[src/design/hss_pkg.sv]
`timescale 1ns / 1ps
// ----------------------------------------------------------------------------
// hss_pkg
// Shared types, opcodes, weight table and score scaling constants for the
// Haar signature similarity score unit.
// ----------------------------------------------------------------------------
package hss_pkg;

  // image side as a power of two, bins use |i| mod / div side
  localparam int SIDE_LOG2   = 7;
  localparam int SIDE_PIXELS = 1 << SIDE_LOG2;

  localparam int MAX_COEFS = 40;
  localparam int NUM_CH    = 3;
  localparam int MEM_DEPTH = NUM_CH * MAX_COEFS;
  localparam int ADDR_W    = $clog2(MEM_DEPTH);
  localparam int CNT_W     = $clog2(MAX_COEFS + 1);

  localparam int OP_W   = 3;
  localparam int CH_W   = 2;
  localparam int IDX_W  = 15;
  localparam int AVG_W  = 16;
  localparam int SIM_W  = 15;
  localparam int ACC_W  = 40;
  localparam int WGT_W  = 12;
  localparam int DIFF_W = 16;
  localparam int TERM_W = 28;
  localparam int BIN_W  = 3;
  localparam int CREDIT_SHIFT = 15;

  localparam logic [OP_W-1:0] OP_QIDX   = 3'd0;
  localparam logic [OP_W-1:0] OP_QAVG   = 3'd1;
  localparam logic [OP_W-1:0] OP_START  = 3'd2;
  localparam logic [OP_W-1:0] OP_CIDX   = 3'd3;
  localparam logic [OP_W-1:0] OP_CAVG   = 3'd4;
  localparam logic [OP_W-1:0] OP_FINISH = 3'd5;

  localparam logic [BIN_W-1:0] BIN_MAX = 3'd5;

  // score = min(SCORE_MAX, floor((10*n + SCORE_RND) / SCORE_DIV))
  localparam longint SCORE_MAX = 25600;
  localparam longint SCORE_RND = 24768;
  localparam longint SCORE_DIV = 49536;
  localparam longint SCORE_MUL = 10;
  // smallest n that already clamps
  localparam longint FIN_THRESH =
    (SCORE_MAX * SCORE_DIV - SCORE_RND + SCORE_MUL - 1) / SCORE_MUL;
  localparam int N_SMALL_W = 27;   // n below the threshold fits here
  localparam int X_W       = 31;   // 10*n + rounding below the threshold

  // SCORE_DIV = 387 << 7: shift by 7, then multiply by ceil(2^32 / 387)
  localparam int DIV_SHIFT   = 7;
  localparam int Y_W         = X_W - DIV_SHIFT;
  localparam int RECIP_W     = 24;
  localparam int RECIP_SHIFT = 32;
  localparam int PROD_W      = Y_W + RECIP_W;
  localparam logic [RECIP_W-1:0] RECIP_MUL = 24'd11098107;

  typedef enum logic [2:0] {
    ST_IDLE,
    ST_SCAN,
    ST_APPLY,
    ST_MUL,
    ST_ACC,
    ST_FIN
  } hss_state_t;

  typedef enum logic [2:0] {
    FIN_IDLE,
    FIN_NEG,
    FIN_SCALE,
    FIN_DIV,
    FIN_DONE
  } hss_fin_state_t;

  typedef struct packed {
    logic start;
    logic ack;
  } hss_fin_ctl_t;

  typedef struct packed {
    logic busy;
    logic done;
  } hss_fin_sts_t;

  // weights times 100, by bin and channel
  function automatic logic [WGT_W-1:0] weight(input logic [BIN_W-1:0] bin,
                                              input logic [CH_W-1:0] ch);
    logic [WGT_W-1:0] w;
    w = '0;
    unique case (bin)
      3'd0: w = (ch == 2'd0) ? 12'd500 : (ch == 2'd1) ? 12'd1921 : 12'd3437;
      3'd1: w = (ch == 2'd0) ? 12'd83  : (ch == 2'd1) ? 12'd126  : 12'd36;
      3'd2: w = (ch == 2'd0) ? 12'd101 : (ch == 2'd1) ? 12'd44   : 12'd45;
      3'd3: w = (ch == 2'd0) ? 12'd52  : (ch == 2'd1) ? 12'd53   : 12'd14;
      3'd4: w = (ch == 2'd0) ? 12'd47  : (ch == 2'd1) ? 12'd28   : 12'd18;
      default: w = (ch == 2'd0) ? 12'd30 : (ch == 2'd1) ? 12'd14 : 12'd27;
    endcase
    return w;
  endfunction

endpackage

[src/design/hss_finish.sv]
`timescale 1ns / 1ps
// ----------------------------------------------------------------------------
// hss_finish
// Turns the signed accumulator into the clamped 7.8 similarity score: scale
// by ten, then divide by the fixed divisor with a shift and a reciprocal
// multiply.
// ----------------------------------------------------------------------------
module hss_finish
  import hss_pkg::*;
(
  input  logic                    clk,
  input  logic                    rst_n,
  input  hss_fin_ctl_t            ctl,
  input  logic signed [ACC_W-1:0] acc,
  output hss_fin_sts_t            sts,
  output logic [SIM_W-1:0]        similarity
);

  hss_fin_state_t state_r, state_nxt;
  logic [ACC_W-1:0]  n_r, n_nxt;
  logic [X_W-1:0]    x_r, x_nxt;
  logic [SIM_W-1:0]  q_r, q_nxt;
  logic [PROD_W-1:0] prod;

  // exact floor for every x below the clamp threshold
  assign prod = PROD_W'(x_r[X_W-1:DIV_SHIFT]) * PROD_W'(RECIP_MUL);

  always_comb begin
    state_nxt = state_r;
    unique case (state_r)
      FIN_IDLE:  if (ctl.start) state_nxt = FIN_NEG;
      FIN_NEG:   state_nxt = acc[ACC_W-1] ? FIN_SCALE : FIN_DONE;
      FIN_SCALE: state_nxt = (n_r >= ACC_W'(FIN_THRESH)) ? FIN_DONE : FIN_DIV;
      FIN_DIV:   state_nxt = FIN_DONE;
      FIN_DONE:  if (ctl.ack) state_nxt = FIN_IDLE;
      default:   state_nxt = FIN_IDLE;
    endcase
  end

  always_comb begin
    n_nxt = n_r;
    x_nxt = x_r;
    q_nxt = q_r;
    unique case (state_r)
      FIN_NEG: begin
        n_nxt = ACC_W'(-acc);
        q_nxt = '0;
      end
      FIN_SCALE: begin
        if (n_r >= ACC_W'(FIN_THRESH)) begin
          q_nxt = SIM_W'(SCORE_MAX);
        end else begin
          x_nxt = X_W'(n_r[N_SMALL_W-1:0]) * X_W'(SCORE_MUL) + X_W'(SCORE_RND);
        end
      end
      FIN_DIV: begin
        q_nxt = prod[RECIP_SHIFT +: SIM_W];
      end
      default: ;
    endcase
  end

  always_ff @(posedge clk) begin
    if (!rst_n) begin
      state_r <= FIN_IDLE;
    end else begin
      state_r <= state_nxt;
    end
    n_r <= n_nxt;
    x_r <= x_nxt;
    q_r <= q_nxt;
  end

  assign sts.busy   = (state_r != FIN_IDLE);
  assign sts.done   = (state_r == FIN_DONE);
  assign similarity = q_r;

endmodule

[src/design/haar_signature_similarity_score_unit.sv]
`timescale 1ns / 1ps
// ----------------------------------------------------------------------------
// haar_signature_similarity_score_unit
// Stores a query Haar signature and scores a streamed candidate against it.
// ----------------------------------------------------------------------------
//  channel  direction  handshake          word
//  in_      input      in_valid/in_stall  opcode, channel, coef_index, average
//  out_     output     out_valid/out_stall similarity on finish
//
// one word at a time; in_stall is high while a word is being worked on.
// index words scan the query memory one entry a cycle; a candidate index
// that is found is then credited.
// candidate average words multiply, then accumulate; finish needs a free out_.
// reset clears counts, averages and accumulator; the index memory needs none.
// the result sits in an output register, so a stalled out_ only holds a
// following finish word, everything else keeps flowing.
// ----------------------------------------------------------------------------
module haar_signature_similarity_score_unit
  import hss_pkg::*;
(
  input  logic                    clk,
  input  logic                    rst_n,
  input  logic                    in_valid,
  output logic                    in_stall,
  input  logic [OP_W-1:0]         in_opcode,
  input  logic [CH_W-1:0]         in_channel,
  input  logic signed [IDX_W-1:0] in_coef_index,
  input  logic signed [AVG_W-1:0] in_channel_average,
  output logic                    out_valid,
  input  logic                    out_stall,
  output logic [SIM_W-1:0]        out_similarity
);

  hss_state_t state_r, state_nxt;

  logic [IDX_W-1:0] qmem [0:MEM_DEPTH-1];
  logic [IDX_W-1:0] mem_q;
  logic             mem_we, mem_re;
  logic [ADDR_W-1:0] mem_waddr, mem_raddr;

  logic [CNT_W-1:0]        cnt_r [NUM_CH];
  logic [CNT_W-1:0]        cnt_nxt [NUM_CH];
  logic signed [AVG_W-1:0] qavg_r [NUM_CH];
  logic signed [AVG_W-1:0] qavg_nxt [NUM_CH];
  logic signed [ACC_W-1:0] acc_r, acc_nxt;

  logic [OP_W-1:0]   op_r, op_nxt;
  logic [CH_W-1:0]   c_r, c_nxt;
  logic [IDX_W-1:0]  pat_r, pat_nxt;
  logic [BIN_W-1:0]  bin_r, bin_nxt;
  logic [ADDR_W-1:0] base_r, base_nxt;
  logic [CNT_W-1:0]  lim_r, lim_nxt;
  logic [CNT_W-1:0]  k_r, k_nxt;
  logic              hit_r, hit_nxt;
  logic              rdv_r, rdv_nxt;
  logic [DIFF_W-1:0] diff_r, diff_nxt;
  logic [TERM_W-1:0] term_r, term_nxt;
  logic              neg_r, neg_nxt;
  logic              out_valid_r, out_valid_nxt;
  logic [SIM_W-1:0]  out_sim_r, out_sim_nxt;

  hss_fin_ctl_t     fin_ctl;
  hss_fin_sts_t     fin_sts;
  logic [SIM_W-1:0] fin_sim;

  // input decode
  logic                  in_take, ch_ok;
  logic [CH_W-1:0]       ch_ix;
  logic [CNT_W-1:0]      cnt_in;
  logic                  qidx_ok, cidx_ok, cavg_ok;
  logic                  go_scan, go_apply, go_mul, go_fin;
  logic [IDX_W-1:0]      mag;
  logic [IDX_W-1:0]      rem_part, quo_part, bin_max;
  logic [BIN_W-1:0]      bin_in;
  logic [ADDR_W-1:0]     base_in;
  logic signed [AVG_W:0] d17;

  // scan and accumulate
  logic              issue, hit_now, out_free;
  logic [ACC_W:0]    sum41, tz;

  always_comb begin
    in_take = in_valid && (state_r == ST_IDLE);
    ch_ok   = (in_channel < CH_W'(NUM_CH));
    ch_ix   = ch_ok ? in_channel : '0;
    cnt_in  = cnt_r[ch_ix];
    qidx_ok = (in_opcode == OP_QIDX) && ch_ok && (cnt_in < CNT_W'(MAX_COEFS));
    cidx_ok = (in_opcode == OP_CIDX) && ch_ok && (cnt_in != '0);
    cavg_ok = (in_opcode == OP_CAVG) && ch_ok;
    go_scan  = in_take && ((qidx_ok && (cnt_in != '0)) || cidx_ok);
    go_apply = in_take && qidx_ok && (cnt_in == '0);
    go_mul   = in_take && cavg_ok;
    go_fin   = in_take && (in_opcode == OP_FINISH);

    // bin = min(max(|i| mod side, |i| div side), 5)
    mag      = in_coef_index[IDX_W-1] ? IDX_W'(-in_coef_index) : IDX_W'(in_coef_index);
    rem_part = IDX_W'(mag[SIDE_LOG2-1:0]);
    quo_part = mag >> SIDE_LOG2;
    bin_max  = (rem_part > quo_part) ? rem_part : quo_part;
    bin_in   = (bin_max > IDX_W'(BIN_MAX)) ? BIN_MAX : bin_max[BIN_W-1:0];

    unique case (ch_ix)
      2'd1:    base_in = ADDR_W'(MAX_COEFS);
      2'd2:    base_in = ADDR_W'(2 * MAX_COEFS);
      default: base_in = '0;
    endcase

    d17 = (AVG_W+1)'(in_channel_average) - (AVG_W+1)'(qavg_r[ch_ix]);
  end

  assign issue    = (k_r < lim_r);
  assign hit_now  = hit_r || (rdv_r && (mem_q == pat_r));
  assign out_free = !out_valid_r || !out_stall;
  assign tz       = (ACC_W+1)'(term_r);
  assign sum41    = neg_r ? ({acc_r[ACC_W-1], acc_r} - tz) : ({acc_r[ACC_W-1], acc_r} + tz);

  // next state
  always_comb begin
    state_nxt = state_r;
    unique case (state_r)
      ST_IDLE: begin
        priority if (go_fin)   state_nxt = ST_FIN;
        else if (go_scan)      state_nxt = ST_SCAN;
        else if (go_apply)     state_nxt = ST_APPLY;
        else if (go_mul)       state_nxt = ST_MUL;
        else                   state_nxt = ST_IDLE;
      end
      ST_SCAN:  if (!issue && !rdv_r) state_nxt = ST_APPLY;
      ST_APPLY: state_nxt = (op_r == OP_CIDX && hit_r) ? ST_ACC : ST_IDLE;
      ST_MUL:   state_nxt = ST_ACC;
      ST_ACC:   state_nxt = ST_IDLE;
      ST_FIN:   if (fin_sts.done && out_free) state_nxt = ST_IDLE;
      default:  state_nxt = ST_IDLE;
    endcase
  end

  // datapath and outputs
  always_comb begin
    cnt_nxt  = cnt_r;
    qavg_nxt = qavg_r;
    acc_nxt  = acc_r;
    op_nxt   = op_r;
    c_nxt    = c_r;
    pat_nxt  = pat_r;
    bin_nxt  = bin_r;
    base_nxt = base_r;
    lim_nxt  = lim_r;
    k_nxt    = k_r;
    hit_nxt  = hit_r;
    rdv_nxt  = rdv_r;
    diff_nxt = diff_r;
    term_nxt = term_r;
    neg_nxt  = neg_r;
    mem_we    = 1'b0;
    mem_re    = 1'b0;
    mem_waddr = base_r + ADDR_W'(lim_r);
    mem_raddr = base_r + ADDR_W'(k_r);
    fin_ctl   = '0;
    out_valid_nxt = out_valid_r && out_stall;
    out_sim_nxt   = out_sim_r;

    unique case (state_r)
      ST_IDLE: begin
        op_nxt   = in_opcode;
        c_nxt    = ch_ix;
        pat_nxt  = in_coef_index;
        bin_nxt  = bin_in;
        base_nxt = base_in;
        lim_nxt  = cnt_in;
        k_nxt    = '0;
        hit_nxt  = 1'b0;
        rdv_nxt  = 1'b0;
        diff_nxt = d17[AVG_W] ? DIFF_W'(-d17) : DIFF_W'(d17);
        if (go_fin) begin
          fin_ctl.start = 1'b1;
        end
        if (in_take && in_opcode == OP_START) begin
          acc_nxt = '0;
        end
        if (in_take && in_opcode == OP_QAVG && ch_ok) begin
          qavg_nxt[ch_ix] = in_channel_average;
        end
      end
      ST_SCAN: begin
        mem_re  = issue;
        rdv_nxt = issue;
        hit_nxt = hit_now;
        k_nxt   = k_r + CNT_W'(issue);
      end
      ST_APPLY: begin
        if (op_r == OP_QIDX) begin
          if (!hit_r) begin
            mem_we      = 1'b1;
            cnt_nxt[c_r] = lim_r + 1'b1;
          end
        end else begin
          term_nxt = TERM_W'({weight(bin_r, c_r), {CREDIT_SHIFT{1'b0}}});
          neg_nxt  = 1'b1;
        end
      end
      ST_MUL: begin
        term_nxt = TERM_W'(weight('0, c_r)) * TERM_W'(diff_r);
        neg_nxt  = 1'b0;
      end
      ST_ACC: begin
        // saturate when the top two sum bits disagree
        if (sum41[ACC_W] != sum41[ACC_W-1]) begin
          acc_nxt = sum41[ACC_W] ? {1'b1, {(ACC_W-1){1'b0}}} : {1'b0, {(ACC_W-1){1'b1}}};
        end else begin
          acc_nxt = sum41[ACC_W-1:0];
        end
      end
      ST_FIN: begin
        if (fin_sts.done && out_free) begin
          fin_ctl.ack   = 1'b1;
          out_valid_nxt = 1'b1;
          out_sim_nxt   = fin_sim;
        end
      end
      default: ;
    endcase
  end

  // query index memory, reads and writes never overlap in time
  always_ff @(posedge clk) begin
    if (mem_we) begin
      qmem[mem_waddr] <= pat_r;
    end
    if (mem_re) begin
      mem_q <= qmem[mem_raddr];
    end
  end

  always_ff @(posedge clk) begin
    if (!rst_n) begin
      state_r     <= ST_IDLE;
      acc_r       <= '0;
      out_valid_r <= 1'b0;
      rdv_r       <= 1'b0;
      for (int i = 0; i < NUM_CH; i++) begin
        cnt_r[i]  <= '0;
        qavg_r[i] <= '0;
      end
    end else begin
      state_r     <= state_nxt;
      acc_r       <= acc_nxt;
      out_valid_r <= out_valid_nxt;
      rdv_r       <= rdv_nxt;
      cnt_r       <= cnt_nxt;
      qavg_r      <= qavg_nxt;
    end
    op_r      <= op_nxt;
    c_r       <= c_nxt;
    pat_r     <= pat_nxt;
    bin_r     <= bin_nxt;
    base_r    <= base_nxt;
    lim_r     <= lim_nxt;
    k_r       <= k_nxt;
    hit_r     <= hit_nxt;
    diff_r    <= diff_nxt;
    term_r    <= term_nxt;
    neg_r     <= neg_nxt;
    out_sim_r <= out_sim_nxt;
  end

  hss_finish u_finish (
    .clk        (clk),
    .rst_n      (rst_n),
    .ctl        (fin_ctl),
    .acc        (acc_r),
    .sts        (fin_sts),
    .similarity (fin_sim)
  );

  assign in_stall       = (state_r != ST_IDLE);
  assign out_valid      = out_valid_r;
  assign out_similarity = out_sim_r;

endmodule

[config.mk]
export PLATFORM = sky130hd
export DESIGN_NAME = haar_signature_similarity_score_unit
export DESIGN_NICKNAME = d
export VERILOG_FILES = /design/src/design/hss_pkg.sv /design/src/design/hss_finish.sv /design/src/design/haar_signature_similarity_score_unit.sv
export SDC_FILE = /design/constraint.sdc
export NUM_CORES = 2
export LEC_CHECK = 0
export BUFFER_PORTS_ARGS = -buffer_cell sky130_fd_sc_hd__buf_4
export CORE_UTILIZATION = 45
export CTS_BUF_LIST = sky130_fd_sc_hd__clkbuf_8
export CTS_CLUSTER_SIZE = 8
export DETAILED_ROUTE_END_ITERATION = 6
export SETUP_SLACK_MARGIN = 0.1
export SLEW_MARGIN = 10
export SYNTH_ARGS = -nofsm -noshare
export SYNTH_HDL_FRONTEND = slang
export SYNTH_SLANG_ARGS = --single-unit
[constraint.sdc]
create_clock -name clk -period 7.05 [get_ports clk]
set_input_delay 1.41 -clock clk [delete_from_list [all_inputs] [get_ports clk]]
set_output_delay 1.41 -clock clk [all_outputs]
set_load 0.02 [all_outputs]
Word-level counts from Yosys, hierarchy flattened --
Memories as Yosys holds them, arrays and structs flattened. A register that Yosys moved wholly into a read port is not among the register bits. Index checks and enable logic that the tools add are counted.
Word-level totals: bits in registers 303, RAM bits 1800, output and inout port bits 17, memories 1
Memories:
- qmem | depth 120, width 15, rd ports 1, clocked after memory_dff 1, wr ports 1, line haar_signature_similarity_score_unit.sv:36 | logic [IDX_W-1:0] qmem [0:MEM_DEPTH-1];
Cells by class: add/subtract/negate cells 11, multiply operators 3, order comparisons 10, equality and inequality tests 31, mux-type cells 70, bitwise operators 4, reductions and logical operators 51
Operator list (number):
- 40-bit 2-to-1 mux | 3
- 40-bit case mux with 2 select lines | 1
- 16-bit 2-to-1 mux | 4
- 12-bit case mux with 5 select lines | 1
- 28-bit case mux with 2 select lines | 1
- 48-bit bitwise mux | 1
- 24-bit by 24-bit multiplier with 47-bit output (second input constant) | 1
- 15-bit case mux with 3 select lines | 1
- 40-bit by 29-bit adder with 41-bit output | 1
- 41-bit 2-to-1 mux | 1
- 40-bit by 29-bit subtractor with 41-bit output | 1
- 40-bit by 27-bit >= comparator with 1-bit output (second input constant) | 1
- 40-bit negation | 1
- 12-bit 2-to-1 mux | 3
- 6-bit 2-to-1 mux | 6
- 16-bit binary-select mux with 2-bit select | 1
- 16-bit demux with 2-bit select | 1
- 31-bit by 15-bit adder with 31-bit output (second input constant) | 1
- 27-bit by 3-bit multiplier with 30-bit output (second input constant) | 1
- 15-bit 2-to-1 mux | 2
- 3-bit case mux with 5 select lines | 2
- 12-bit by 16-bit multiplier with 28-bit output | 1
- 28-bit 2-to-1 mux | 1
- 3-bit by 2-bit == test with 1-bit output (second input constant) | 9
- 47 further kinds | 134

Longest topological paths before layout --
depth after elaboration 14, gate-level depth with buffers 27

Cells and area by module --
From an unflattened synthesis, not the netlist that was laid out.
Unflattened totals: cell total of the unflattened synthesis 6600, area total of the unflattened synthesis 104775.5 µm²
By module, submodules not included:
- haar_signature_similarity_score_unit | times used 1, cells each 4904, area an instance 87940.6 µm², seq. area each 59667.2 µm²
- hss_finish | times used 1, cells each 1696, area an instance 16834.9 µm², seq. area each 2432.3 µm²

Least setup slack after synthesis --
OpenSTA, ideal clock, no wires.
path kind reg2reg, from register u_finish.x_r[24], to register u_finish.q_r[14] (netlist: u_finish.similarity[14]), data pin, setup time 267 ps, arrival 6454 ps, data required time 6783 ps, path slack 329 ps, cell stages (with the launch flop) 26, period minus slack after synthesis 6721 ps, path through edfxtp_1 -> fa_1 -> fa_1 -> inv_1 -> fa_1 -> inv_1 -> fa_1 -> inv_1 -> fa_1 -> inv_1 -> fa_1 -> inv_1 -> fa_1 -> inv_1 -> ha_1 -> a21o_1 -> a21o_1 -> a21oi_1 -> o21ai_1 -> a221o_1 -> nor2b_1 -> o21ai_1 -> nand3_1 -> a41oi_1 -> xnor2_1 -> a21oi_1
Between the ends: word-level cells in the longest chain between the ends 2
RTL lines:
- start, declared | line hss_finish.sv:21 | logic [X_W-1:0] x_r, x_nxt;
- start signal, assigned | line hss_finish.sv:70 | x_r <= x_nxt;
- 24-bit by 24-bit multiplier with 47-bit output | line hss_finish.sv:26 | assign prod = PROD_W'(x_r[X_W-1:DIV_SHIFT]) * PROD_W'(RECIP_MUL);
- 15-bit case mux with 3 select lines | line hss_finish.sv:44 | unique case (state_r)
- end signal, assigned | line hss_finish.sv:71 | q_r <= q_nxt;
- end, declared | line hss_finish.sv:22 | logic [SIM_W-1:0] q_r, q_nxt;
Every way passes these cells. A chain may end at the register's enable or synchronous reset.

Worst setup path in the final report --
from register u_finish.x_r[17], to register u_finish.q_r[11] (netlist: u_finish.similarity[11]), data pin
Same word-level chain as after synthesis.

==> out/results.ini <==
[grt]
grt_max_degree = 110
grt_pass1_wl_um = 377000
grtUsageTotal_pct = 21.92
grt_antenna_before_repair = 9
grt_overflow = 0
grt_pass1_vias = 58420

[finish]
syn_to_final_growth_pct = 11.35
final_nets = 7634
post-route-util_pct = 50.59
fillCellCount = 19000
multi_input_area_um2 = 38750
drive_above_1_share_pct = 20.42
final_common_cell = edfxtp_1
fin_cells = 10010
regArea_um2 = 62100
final_cell_mix = edfxtp_1 (1992), inv_1 (718), mux4_2 (574), ha_1 (425), fa_1 (389)

[critical_path]
crit_type = reg -> reg
worstPathRequired_ns = 7.79
r2r-start = u_finish.x_r[17]$_DFFE_PP_
critPathLaunch = u_finish.x_r[17]$_DFFE_PP_
crit_path_start_kind = register
cp.arrival_ns = 7.53
worst_path_max_delay_cell = fa_1
cpMostUsedCell = fa_1
critPathMaxFanout = 4
cp-end-kind = register
slowest_delay_ns = 0.62

[cts]
cts_root_buf = clkbuf_8
tritoncts = done
clk_path_buf_depth = 4
cts_hold_buf = 0
htree_levels = 5
cts_buffers = 361
clk_pin_slew_ns = 0.06
clk_latency_ns = 1.10
clock_sinks = 2106

[synthesis]
seq_area_frac_synth_pct = 59.85
synth_flop_cell = edfxtp_1
synth_area_per_cell_um2 = 16.38
ys_async_sr_fraction_pct = 0
ys_ff_latch = 2106
synth_top_cell_area_share_pct = 57.65
postSynthNetCount = 7200
synth_edf_count = 1992
syn-cell-area_um2 = 103800
synth_cells = 6336
ys_warn_count = 0
synth_cell_types = 98
yosysTopAreaCell = edfxtp_1
synthTopCellsByArea = edfxtp_1 (58%), mux4_2 (12%), fa_1 (7.6%), ha_1 (5.2%), dfxtp_1 (2.2%)

[power]
clkPwrFrac_pct = 25.9
ir_worst_vdd_uv = 891.5
power_density_nw_per_um2 = 326.1
p_seq_share_pct = 37.6
power.net_switching_uw = 12540
p_leak_uw = 0.04127
p_int_uw = 25140
p_comb_share_pct = 36.5
swShare_pct = 33.28

[hold_path]
hold_class = reg -> reg
min-delay-start = u_finish.similarity[3]$_SDFFCE_PN0P_

[floorplanning]
chipHeight_um = 482.2
row_count = 175
core_area_um2 = 228400
die_w_um = 482.2
start_util_pct = 45.44
ios = 57
fp.dieArea_um2 = 232500

[sta]
relSlewSlack_pct = 14.94
setup_viol = 0
drv_slew = 0
period_share_pct = 96.41
clock_skew_ns = 0.1309
grt_setup_unrepaired = yes
hold_viol = 0
fmax_ghz = 0.1471
setup_ws_ns = 0.2528
holdWs_ns = 0.4327
fin_crit_ns = 6.797
tightest_slew_ns = 1.276

[status]
status = completed

[detailed_routing]
dr_total_vias = 56250
firstDrtPassIters = 6
via_per_inst = 5.619
routed_wl_um = 252000
routedWlPerCell_um = 25.17
drtIter0Drc = 5014
drc = 0
antenna_left = 0

[placement]
globalplace.congestion = 0.9032
io_buffers = 56
dpl.hpwl_um = 166100
place_inst = 9402
place_ws_ns = -0.08207

[run]
drv_cap = 0

-- registers in the layout, indices dropped and copies added, names as in the netlist, 15 cells and up --
| register | count |
|---|---|
| qmem | 1800 |
| qavg_r | 48 |
| acc_r | 40 |
| u_finish.n_r | 40 |
| term_r | 28 |
| u_finish.x_r | 24 |
| cnt_r | 18 |
| diff_r | 16 |
| mem_q | 15 |
| out_similarity | 15 |
| pat_r | 15 |
| u_finish.similarity | 15 |
-- path summary, 6_finish.rpt --
path                            slack [ns]  cells after the start                                     to
worst max register to register        0.25                     26  u_finish.similarity[11]$_SDFFCE_PN0P_
worst max-delay path                  0.25                     26  u_finish.similarity[11]$_SDFFCE_PN0P_
worst min register to register        0.43                      0            out_similarity[3]$_DFFE_PP_
worst min-delay path                  0.43                      0            out_similarity[3]$_DFFE_PP_
-- synth_stat cells, types with 32 or more instances --
| cell type | count |
|---|---|
| edfxtp_1 | 1992 |
| inv_1 | 595 |
| mux4_2 | 574 |
| ha_1 | 429 |
| fa_1 | 395 |
| nor2_1 | 310 |
| nand2_1 | 286 |
| a21oi_1 | 197 |
| xnor2_1 | 170 |
| clkbuf_1 | 157 |
| dfxtp_1 | 114 |
| a21o_1 | 79 |
| nor2b_1 | 73 |
| nor3_1 | 73 |
| buf_1 | 69 |
| xor2_1 | 69 |
| o21ai_0 | 64 |
| and2_1 | 60 |
| mux2i_1 | 48 |
| nand3_1 | 43 |
| o21a_1 | 33 |
| nand2b_1 | 32 |
| o21ai_1 | 32 |
-- stage by stage --
stage / setup TNS (ns) / power (uW) / cell area (um^2)
floorplan: 0 / 24930 / 103800
global placement: 0 / 28120 / 109100
detailed placement: -0.1479 / 28190 / 109100
CTS: 0 / 38070 / 115300
global route: -0.06779 / 40160 / 115500
finish: 0 / 37670 / 115500
-- worst max-delay path, delay by kind of cell (launching register included) --
family / cells / cell delay, ns
adders and majority gates: 8 / 3.92
xor gates and xnor gates: 1 / 0.16
AOI/OAI and AO/OA: 7 / 1.29
and+or+nand+nor: 3 / 0.33
buffers and inverters: 7 / 0.39
DFF: 1 / 0.49
-- kinds of logic after synthesis --
| family | Yosys count | share of synthesized area, % |
|---|---|---|
| AOI/OAI and AO/OA | 625 | 4.095 |
| xor gates and xnor gates | 242 | 2.075 |
| adders and majority gates | 826 | 12.81 |
| buffers and inverters | 835 | 3.058 |
| DFF | 2106 | 59.85 |
| muxes | 649 | 13.22 |
| and+or+nand+nor | 1053 | 4.894 |
-- what timing repair did --
action                                  CTS  global route
endpoints found under the hold margin     0             0
pin swaps                                 2            26
setup buffers                             3            10
endpoints found under the setup margin    6            14
gates resized for setup                   4            37
-- routing by layer --
| metal | GRT usage (%) | share of wire (%) | vias to the layer above |
|---|---|---|---|
| met5 | 0 | 0.011 | - |
| met4 | 5.511 | 2.1 | 4 |
| met3 | 3.727 | 6.5 | 337 |
| met2 | 34.49 | 47 | 1730 |
| met1 | 31.80 | 45 | 29310 |
| li1 | - | - | 24870 |
-- cell type report --
type | instances | area share, %
Antenna cell | 3 | 0.006498
Clock buffer | 378 | 4.503
Tap cell | 3009 | 3.259
Inverter | 598 | 1.943
Timing Repair Buffer | 308 | 2.159
Sequential cell | 2106 | 53.75
Multi-Input combinational cell | 3395 | 33.54
Clock inverter | 214 | 0.8425
-- power by group through the flow --
stage | Clock (uW) | Combinational, uW | Sequential (uW)
5_1_grt | 10600 | 15400 | 14200
2_1_floorplan | 0 | 10300 | 14600
6_report | 9770 | 13700 | 14200
3_5_place_dp | 0 | 13800 | 14400
3_3_place_gp | 0 | 13700 | 14400
4_1_cts | 10000 | 13900 | 14200
No activity file was read; power rests on OpenSTA's default activity.
